**config.mk**
```make
export PLATFORM = sky130hd
export DESIGN_NAME = sprite_overlay_palette_remap_top
export DESIGN_NICKNAME = d
export VERILOG_FILES = /design/src/sopr_pkg.sv /design/src/sprite_overlay_palette_remap_top.sv
export SDC_FILE = /design/constraint.sdc
export NUM_CORES = 1
export LEC_CHECK = 0
export BUFFER_PORTS_ARGS = -buffer_cell sky130_fd_sc_hd__buf_2
export CELL_PAD_IN_SITES_DETAIL_PLACEMENT = 1
export CELL_PAD_IN_SITES_GLOBAL_PLACEMENT = 1
export CORE_ASPECT_RATIO = 0.6
export CORE_MARGIN = 5
export CORE_UTILIZATION = 35
export CTS_BUF_LIST = sky130_fd_sc_hd__clkbuf_4
export CTS_CLUSTER_SIZE = 40
export DETAILED_ROUTE_END_ITERATION = 10
export PLACE_DENSITY = 0.77
export SYNTH_ARGS = -nofsm -noshare
export SYNTH_HDL_FRONTEND = slang
export SYNTH_SLANG_ARGS = --single-unit
```
**constraint.sdc**
```tcl
create_clock -name i_clk -period 3.89 [get_ports i_clk]
set_input_delay 0.778 -clock i_clk [delete_from_list [all_inputs] [get_ports i_clk]]
set_output_delay 0.778 -clock i_clk [all_outputs]
set_load 0.03 [all_outputs]
```
**src/sopr_pkg.sv**
```systemverilog
// Types, constants and the per-pixel color function of the sprite overlay palette remap block
`default_nettype none
package sopr_pkg;

    typedef logic [7:0] t_chan;

    typedef struct packed {
        t_chan red;
        t_chan green;
        t_chan blue;
        t_chan alpha;
    } t_rgba;

    localparam int unsigned CFG_INDEX_W = 1;
    localparam int unsigned BANK_W      = 24;
    localparam int unsigned NIB_W       = 4;

    localparam logic [CFG_INDEX_W-1:0] CFG_BANK_LOW  = 1'b0;
    localparam logic [CFG_INDEX_W-1:0] CFG_BANK_HIGH = 1'b1;

    localparam t_chan EGA_HI  = 8'd255;
    localparam t_chan EGA_MID = 8'd170;
    localparam t_chan EGA_LO  = 8'd85;
    localparam t_chan EGA_OFF = 8'd0;

    localparam logic [NIB_W-1:0] IDX_TRANSPARENT = 4'd0;
    localparam logic [NIB_W-1:0] IDX_DARK_GRAY   = 4'd8;

    localparam logic [2:0] NO_REGION = 3'd6;

    // region by index bits 2..0
    localparam logic [2:0] REGION_OF [8] = '{
        NO_REGION, 3'd1, 3'd4, 3'd5, 3'd2, NO_REGION, 3'd3, 3'd0
    };

    function automatic logic [NIB_W-1:0] bank_entry(
        input logic [BANK_W-1:0] bank,
        input logic [2:0]        region
    );
        logic [NIB_W-1:0] ent;
        unique case (region)
            3'd0:    ent = bank[3:0];
            3'd1:    ent = bank[7:4];
            3'd2:    ent = bank[11:8];
            3'd3:    ent = bank[15:12];
            3'd4:    ent = bank[19:16];
            3'd5:    ent = bank[23:20];
            default: ent = '0;
        endcase
        return ent;
    endfunction

    function automatic t_rgba ega_color(input logic [NIB_W-1:0] color);
        t_rgba c;
        c.alpha = EGA_HI;
        case (color)
            4'd0:    begin c.red = EGA_OFF; c.green = EGA_OFF; c.blue = EGA_OFF; end
            4'd1:    begin c.red = EGA_OFF; c.green = EGA_OFF; c.blue = EGA_MID; end
            4'd2:    begin c.red = EGA_OFF; c.green = EGA_MID; c.blue = EGA_OFF; end
            4'd3:    begin c.red = EGA_OFF; c.green = EGA_MID; c.blue = EGA_MID; end
            4'd4:    begin c.red = EGA_MID; c.green = EGA_OFF; c.blue = EGA_OFF; end
            4'd5:    begin c.red = EGA_MID; c.green = EGA_OFF; c.blue = EGA_MID; end
            4'd6:    begin c.red = EGA_MID; c.green = EGA_LO;  c.blue = EGA_OFF; end
            4'd7:    begin c.red = EGA_MID; c.green = EGA_MID; c.blue = EGA_MID; end
            4'd8:    begin c.red = EGA_LO;  c.green = EGA_LO;  c.blue = EGA_LO;  end
            4'd9:    begin c.red = EGA_LO;  c.green = EGA_LO;  c.blue = EGA_HI;  end
            4'd10:   begin c.red = EGA_LO;  c.green = EGA_HI;  c.blue = EGA_LO;  end
            4'd11:   begin c.red = EGA_LO;  c.green = EGA_HI;  c.blue = EGA_HI;  end
            4'd12:   begin c.red = EGA_HI;  c.green = EGA_LO;  c.blue = EGA_LO;  end
            4'd13:   begin c.red = EGA_HI;  c.green = EGA_LO;  c.blue = EGA_HI;  end
            4'd14:   begin c.red = EGA_HI;  c.green = EGA_HI;  c.blue = EGA_LO;  end
            default: begin c.red = EGA_HI;  c.green = EGA_HI;  c.blue = EGA_HI;  end
        endcase
        return c;
    endfunction

    function automatic t_rgba shade_pixel(
        input logic [NIB_W-1:0]  idx,
        input logic [BANK_W-1:0] bank_low,
        input logic [BANK_W-1:0] bank_high
    );
        logic [2:0]       region;
        logic [NIB_W-1:0] color;
        t_rgba            px;
        region = REGION_OF[idx[2:0]];
        // index eight draws black but stays opaque
        color = (idx == IDX_DARK_GRAY) ? IDX_TRANSPARENT : idx;
        if (region != NO_REGION) begin
            color = bank_entry(idx[3] ? bank_high : bank_low, region);
        end
        px = ega_color(color);
        px.alpha = (idx == IDX_TRANSPARENT) ? EGA_OFF : EGA_HI;
        return px;
    endfunction

endpackage
`default_nettype wire

```
**src/sprite_overlay_palette_remap_top.sv**
```systemverilog
// Sprite overlay palette remap: head over body, region bank remap, EGA palette to RGBA
//
// One request per clock: o_busy never rises, so a request with i_start is taken at every
// edge. Each request carries one packed head byte and one body byte (high nibble is the
// first pixel) and yields one result, which passes the input register and then the result
// register and is shown for exactly one cycle with o_done high; the receiver cannot stall.
// Bank registers are written over the cfg channel, which is always ready, and should only
// change while no request is in flight.
`default_nettype none
module sprite_overlay_palette_remap_top
    import sopr_pkg::*;
(
    input  wire                    i_clk,
    input  wire                    i_rst_n,
    input  wire                    i_start,
    output logic                   o_busy,
    input  wire  [7:0]             i_head_byte,
    input  wire                    i_head_present,
    input  wire  [7:0]             i_body_byte,
    input  wire                    i_cfg_valid,
    output logic                   o_cfg_ready,
    input  wire  [CFG_INDEX_W-1:0] i_cfg_index,
    input  wire  [BANK_W-1:0]      i_cfg_data,
    output logic                   o_done,
    output logic [7:0]             o_first_red,
    output logic [7:0]             o_first_green,
    output logic [7:0]             o_first_blue,
    output logic [7:0]             o_first_alpha,
    output logic [7:0]             o_second_red,
    output logic [7:0]             o_second_green,
    output logic [7:0]             o_second_blue,
    output logic [7:0]             o_second_alpha
);

    logic [BANK_W-1:0] r_bank_low;
    logic [BANK_W-1:0] r_bank_high;

    logic              r_in_valid;
    logic [7:0]        r_head;
    logic              r_present;
    logic [7:0]        r_body;

    logic              r_done;
    t_rgba             r_first;
    t_rgba             r_second;

    logic [NIB_W-1:0]  n_idx_first;
    logic [NIB_W-1:0]  n_idx_second;
    t_rgba             n_first;
    t_rgba             n_second;

    assign o_busy      = 1'b0;
    assign o_cfg_ready = 1'b1;

    always_ff @(posedge i_clk) begin
        if (!i_rst_n) begin
            r_bank_low  <= '0;
            r_bank_high <= '0;
        end else if (i_cfg_valid && o_cfg_ready) begin
            unique case (i_cfg_index)
                CFG_BANK_LOW:  r_bank_low  <= i_cfg_data;
                CFG_BANK_HIGH: r_bank_high <= i_cfg_data;
                default:       r_bank_low  <= r_bank_low;
            endcase
        end
    end

    always_ff @(posedge i_clk) begin
        if (!i_rst_n) begin
            r_in_valid <= 1'b0;
        end else begin
            r_in_valid <= i_start && !o_busy;
        end
    end

    always_ff @(posedge i_clk) begin
        if (i_start && !o_busy) begin
            r_head    <= i_head_byte;
            r_present <= i_head_present;
            r_body    <= i_body_byte;
        end
    end

    // nonzero head index wins where the head row is present
    always_comb begin
        n_idx_first  = (r_present && r_head[7:4] != IDX_TRANSPARENT) ? r_head[7:4] : r_body[7:4];
        n_idx_second = (r_present && r_head[3:0] != IDX_TRANSPARENT) ? r_head[3:0] : r_body[3:0];
        n_first      = shade_pixel(n_idx_first, r_bank_low, r_bank_high);
        n_second     = shade_pixel(n_idx_second, r_bank_low, r_bank_high);
    end

    always_ff @(posedge i_clk) begin
        if (!i_rst_n) begin
            r_done <= 1'b0;
        end else begin
            r_done <= r_in_valid;
        end
    end

    always_ff @(posedge i_clk) begin
        if (r_in_valid) begin
            r_first  <= n_first;
            r_second <= n_second;
        end
    end

    assign o_done         = r_done;
    assign o_first_red    = r_first.red;
    assign o_first_green  = r_first.green;
    assign o_first_blue   = r_first.blue;
    assign o_first_alpha  = r_first.alpha;
    assign o_second_red   = r_second.red;
    assign o_second_green = r_second.green;
    assign o_second_blue  = r_second.blue;
    assign o_second_alpha = r_second.alpha;

endmodule
`default_nettype wire

```
Word level (Yosys, flattened, before mapping)
Memories as Yosys holds them, arrays and structs flattened. A register that Yosys moved wholly into a read port is not among the register bits. Cells that the tools add are included.

$lt $le $gt $ge: 2. Equality and inequality tests: 14. Muxes and demuxes: 16. Bitwise gates (word level): 3. Reductions and logical operators: 10.

Operators by type and width (number): 2-to-1 mux 24 bit (2); case mux 4 bit (6 select lines) (2); 2-to-1 mux 4 bit (6); 2-to-1 mux 8 bit (2); equality test 3 x 2 -> 1 bit (second input constant) (4); equality test 3 bit (second input constant) (4); 2-to-1 mux 3 bit (4); equality test 4 bit (second input constant) (2); greater-or-equal comparator 4 bit (second input constant) (2); zero test 4 bit (2); inverter 3 -> 4 bit (2); nonzero test 4 bit (2); equality test 3 x 1 -> 1 bit (second input constant) (2); zero test 3 bit (2); inequality test 3 bit (second input constant) (2); AND reduction 2 bit (2); logical AND 1 bit (2); inverter 1 bit (1).

Register bits: 83. Bits in read-only memories: 816. Output and inout port bits: 67. Logic and storage cells: 58. Memories kept: 4.

Memory list: (no name shown) (depth 16, width 24, rd ports 1, clocked after memory_dff 1, write ports 0, line sopr_pkg.sv:56) `case (color)`; (no name shown) (depth 16, width 24, rd ports 1, clocked after memory_dff 1, write ports 0, line sopr_pkg.sv:56); (no name shown) (depth 8, width 3, rd ports 1, clocked after memory_dff 0, write ports 0, line sopr_pkg.sv:85) `region = REGION_OF[idx[2:0]];`; (no name shown) (depth 8, width 3, rd ports 1, clocked after memory_dff 0, write ports 0, line sopr_pkg.sv:85).

Logic depth before layout (Yosys ltp)
Depth in word-level cells: 10. Mapped depth: 10.

Least setup slack after synthesis
OpenSTA, ideal clock, no wires.

Kind: register to register. Start: register r_present. End: register, netlist name o_second_green[7]. Data arrival time: 2.311 ns. Required time: 3.635 ns. Setup slack: 1.324 ns. Cell stages (with the launch flop): 9. Buffers on the path: 1. Period minus slack after synthesis: 2.566 ns. Cell sequence: edfxtp_1 mux2_2 nor2_2 buf_4 mux2i_1 o22ai_1 or4_1 nand2b_1 o21ba_1.

Word-level cells in the longest chain between the ends: 9. Elaborated cells between the ends (all ways): 18. Classes of those cells: eq/ne: 7; mux: 7; bitwise: 1; reduce/logical: 2; memory: 1.

RTL lines: from (decl) (line sprite_overlay_palette_remap_top.sv:40) `logic r_present;`; from (signal assigned) (line sprite_overlay_palette_remap_top.sv:79) `r_present <= i_head_present;`; logical AND 1 bit (*) (line sprite_overlay_palette_remap_top.sv:87) `n_idx_second = (r_present && r_head[3:0] != IDX_TRANSPARENT) ? r_head[3:0] : r_body[3:0];`; 2-to-1 mux 4 bit (*) (line sprite_overlay_palette_remap_top.sv:87); inverter 3 -> 4 bit (not written as such) (line sopr_pkg.sv:85); memory read (8 x 3 bit); 2-to-1 mux 3 bit (not written as such) (2 in series) (line sopr_pkg.sv:85); equality test 3 bit (tied with other cells) (line sopr_pkg.sv:41) `unique case (region)`; case mux 4 bit (6 select lines) (line sopr_pkg.sv:41); 2-to-1 mux 4 bit (*) (line sopr_pkg.sv:88) `if (region != NO_REGION) begin`.

Mark *: on every way between the ends. The rest lies on a longest branch, timed or not. The select of a mux whose other input is x is not followed. A chain may end at the register's enable or synchronous reset.

Worst setup path in the final report
Start: register r_present. End: register, netlist name o_second_green[6].

Word-level cells in the longest chain between the ends: 9. Elaborated cells between the ends (all ways): 18. Classes of those cells: eq/ne: 7; mux: 7; bitwise: 1; reduce/logical: 2; memory: 1.

RTL lines (line): logical AND 1 bit (*) (sprite_overlay_palette_remap_top.sv:87); 2-to-1 mux 4 bit (*) (sprite_overlay_palette_remap_top.sv:87); inverter 3 -> 4 bit (not written as such) (sopr_pkg.sv:85); memory read (8 x 3 bit); 2-to-1 mux 3 bit (not written as such) (2 in series) (sopr_pkg.sv:85); equality test 3 bit (tied with other cells) (sopr_pkg.sv:41); case mux 4 bit (6 select lines) (sopr_pkg.sv:41); 2-to-1 mux 4 bit (*) (sopr_pkg.sv:88).

Marked as above.

==> flow_summary.json <==
{
  "dpl.hpwl_mm": 10.9,
  "antenna_found_initial": 0,
  "r2r_slack_ns": 0.53,
  "wl_per_cell_um": 19.7,
  "gp_congestion": 0.939,
  "grt_start_max_net_pins": 51,
  "whs_ns": 0.508,
  "yosysWarnings": 0,
  "first_pass_iters": 4,
  "worstSetupPathType": "reg -> reg",
  "cp_max_fo": 13,
  "drt_wl_total_mm": 14.1,
  "nNetsFinal": 586,
  "hold_viol": 0,
  "dominantRegCellSynth": "dfxtp_1",
  "powerDensity_nw_per_um2": 398,
  "netlist_instances": 497,
  "clock_path_buffers": 2,
  "synth.distinct_cells": 56,
  "synth_top_area_share": 0.221,
  "num_vias": 3883,
  "hold_start": "r_bank_high[17]",
  "synth_nets": 543,
  "leakagePower_uw": 0.00192,
  "grt_pass1_vias": 3669,
  "finalSetupTns_ns": 0,
  "antenna_cells": 0,
  "r2r_end": "o_second_green[6]",
  "core_sq_um": 12800,
  "cts_max_level": 3,
  "cts.clk_slew.worst_paths_ns": 0.13,
  "dieHeight_um": 98.1,
  "max_slew_margin": 0.260,
  "hold_depth": 2,
  "cts_root_buf": "clkbuf_4",
  "grt_pass1_wl_mm": 21.4,
  "worstPathArrival_ns": 3.54,
  "dp.cells": 699,
  "post_cts_resize_count": 0,
  "start_util": 0.355,
  "final_cell_count_no_fill": 715,
  "r2r_cells": 7,
  "cp_data_required_time_ns": 4.07,
  "fin_crit_sh": 0.863,
  "synth-edff-count": 29,
  "holdPathEnd": "r_bank_high[17]",
  "reg2reg_from": "r_present",
  "slew_violations": 0,
  "fp.dieArea_sq_um": 15400,
  "overflow": 0,
  "dpl_cell_area_sq_um": 4780,
  "portBuffers": 110,
  "setup_violations": 0,
  "status": "complete, no violations",
  "num_rows": 32,
  "first_iter_violations": 237,
  "synth_area_sq_um": 4530,
  "min_path_type": "reg -> reg",
  "ios": 113,
  "grt_use_total": 0.180,
  "max_cap_viol_count": 0,
  "rsz0062_at_grt": "no",
  "clock_skew_ns": 0.00976,
  "antenna_left": 0,
  "post-cts-setup-buffers": 0,
  "synth_area_leaders": "dfxtp_1 22%, edfxtp_1 19%, buf_4 9.4%",
  "die_w_um": 157,
  "cts_hold_buffers": 0,
  "cts_sinks": 79,
  "synth.yosys.seq_area_share": 0.413,
  "routed_via_density": 5.43,
  "syn_area_per_cell_sq_um": 9.12,
  "vdd_drop_max_mv": 0.170,
  "syn_to_final_growth_pct": 8.45,
  "cts_made_buffers": 9,
  "worstSetupEndpointType": "register",
  "cts_tree": "yes",
  "yosysMostFrequentCell": "nand2_1",
  "synth_area_leader_cell": "dfxtp_1",
  "final_area_sq_um": 4910,
  "ys_ff_latch": 79,
  "drive_above_1_share": 0.268,
  "drc": 0,
  "tightest_slew_ns": 1.10,
  "synth_commonest_cells": "114 x nand2_1, 57 x buf_4, 50 x dfxtp_1",
  "min_period_ns": 3.36,
  "async_reset_ff_frac": 0,
  "clock.fmax_mhz": 298,
  "clock_latency_ns": 0.44,
  "worstSetupStartpointType": "register"
}
==> critical path, cell delays in order, from the launching register on <==
cell and delay, ns:
edfxtp_1 0.75, o31ai_2 0.17, a22oi_1 0.77, a2111oi_0 0.20, or4_4 0.57, a311o_1 0.36, o21a_2 0.13, o21bai_1 0.15
==> cell type report <==
type / instances / area (sq um)
multi-input cells: 331 / 2090
inverters: 3 / 11.3
flip-flops and latches: 79 / 1870
well taps: 170 / 213
clock buffers: 9 / 67.6
repair buffers: 116 / 596
clock inverters: 7 / 63.8
fillers: 1530 / 7860
==> placed cells by master, fill, tap and decap left out, types with 9 or more instances in the layout <==
| cell type | synthesis | final |
|---|---|---|
| a21boi_0 | 48 | 48 |
| nand2_1 | 114 | 114 |
| clkbuf_4 | 0 | 9 |
| dfxtp_1 | 50 | 50 |
| mux2i_1 | 28 | 28 |
| o21ai_0 | 9 | 9 |
| buf_2 | 4 | 110 |
| a21oi_1 | 9 | 9 |
| edfxtp_1 | 29 | 29 |
| o22ai_1 | 9 | 9 |
| nand3_1 | 20 | 20 |
==> worst max-delay path by stage <==
stage / startpoint / endpoint / slack, ns / depth (start not counted)
3_3_place_gp: r_present / o_second_green[7] / 0.67 / 7
6_report: r_present / o_second_green[6] / 0.53 / 7
4_1_cts: r_present / o_second_green[7] / 0.57 / 7
5_1_grt: r_present / o_second_green[7] / 0.30 / 7
2_1_floorplan: r_present / o_second_green[7] / 1.32 / 8
3_5_place_dp: r_present / o_second_green[7] / 0.58 / 7
==> kinds of logic (layout without fill, tap and decap cells) <==
| kind of cell | Yosys count | in the layout | synth area share |
|---|---|---|---|
| AO/OA/AOI/OAI | 130 | 130 | 0.215 |
| buffers and inverters | 87 | 135 | 0.125 |
| flip-flops | 79 | 79 | 0.413 |
| multiplexers | 34 | 34 | 0.0773 |
| other | 2 | 2 | 0.00166 |
| AND/OR/NAND/NOR | 165 | 165 | 0.168 |
==> metal layers <==
| layer | vias to the layer above | part of all wire | GRT usage | routed length (um) |
|---|---|---|---|---|
| li1 | 1814 | - | - | - |
| met1 | 1865 | 0.49 | 0.285 | 6910 |
| met2 | 191 | 0.40 | 0.247 | 5630 |
| met3 | 13 | 0.098 | 0.0416 | 1380 |
| met4 | 0 | 0.012 | 0.0373 | 163 |
| met5 | - | 0 | 0 | 0 |
==> registers in the layout (all words and copies together), names as in the netlist <==
name and count:
r_bank_high 24, r_bank_low 24, r_body 8, r_head 8, o_first_green 2, o_first_red 2, o_second_green 2, o_second_red 2
o_done 1, o_first_alpha 1, o_first_blue 1, o_second_alpha 1, o_second_blue 1, r_in_valid 1, r_present 1
==> stage by stage <==
step	total power [uW]	worst slack, ns	util
floorplan	1380	1.32	-
global placement	1480	0.672	0.375
detailed placement	1490	0.585	0.375
CTS	1970	0.575	0.385
global route	2050	0.304	0.385
finish	1950	0.535	0.385
==> where the power goes <==
| group | internal (uW) | switching [uW] | total (uW) |
|---|---|---|---|
| clock network | 190 | 293 | 484 |
| logic | 163 | 328 | 490 |
| registers | 912 | 67.9 | 980 |
No activity file was read; power rests on OpenSTA's default activity.
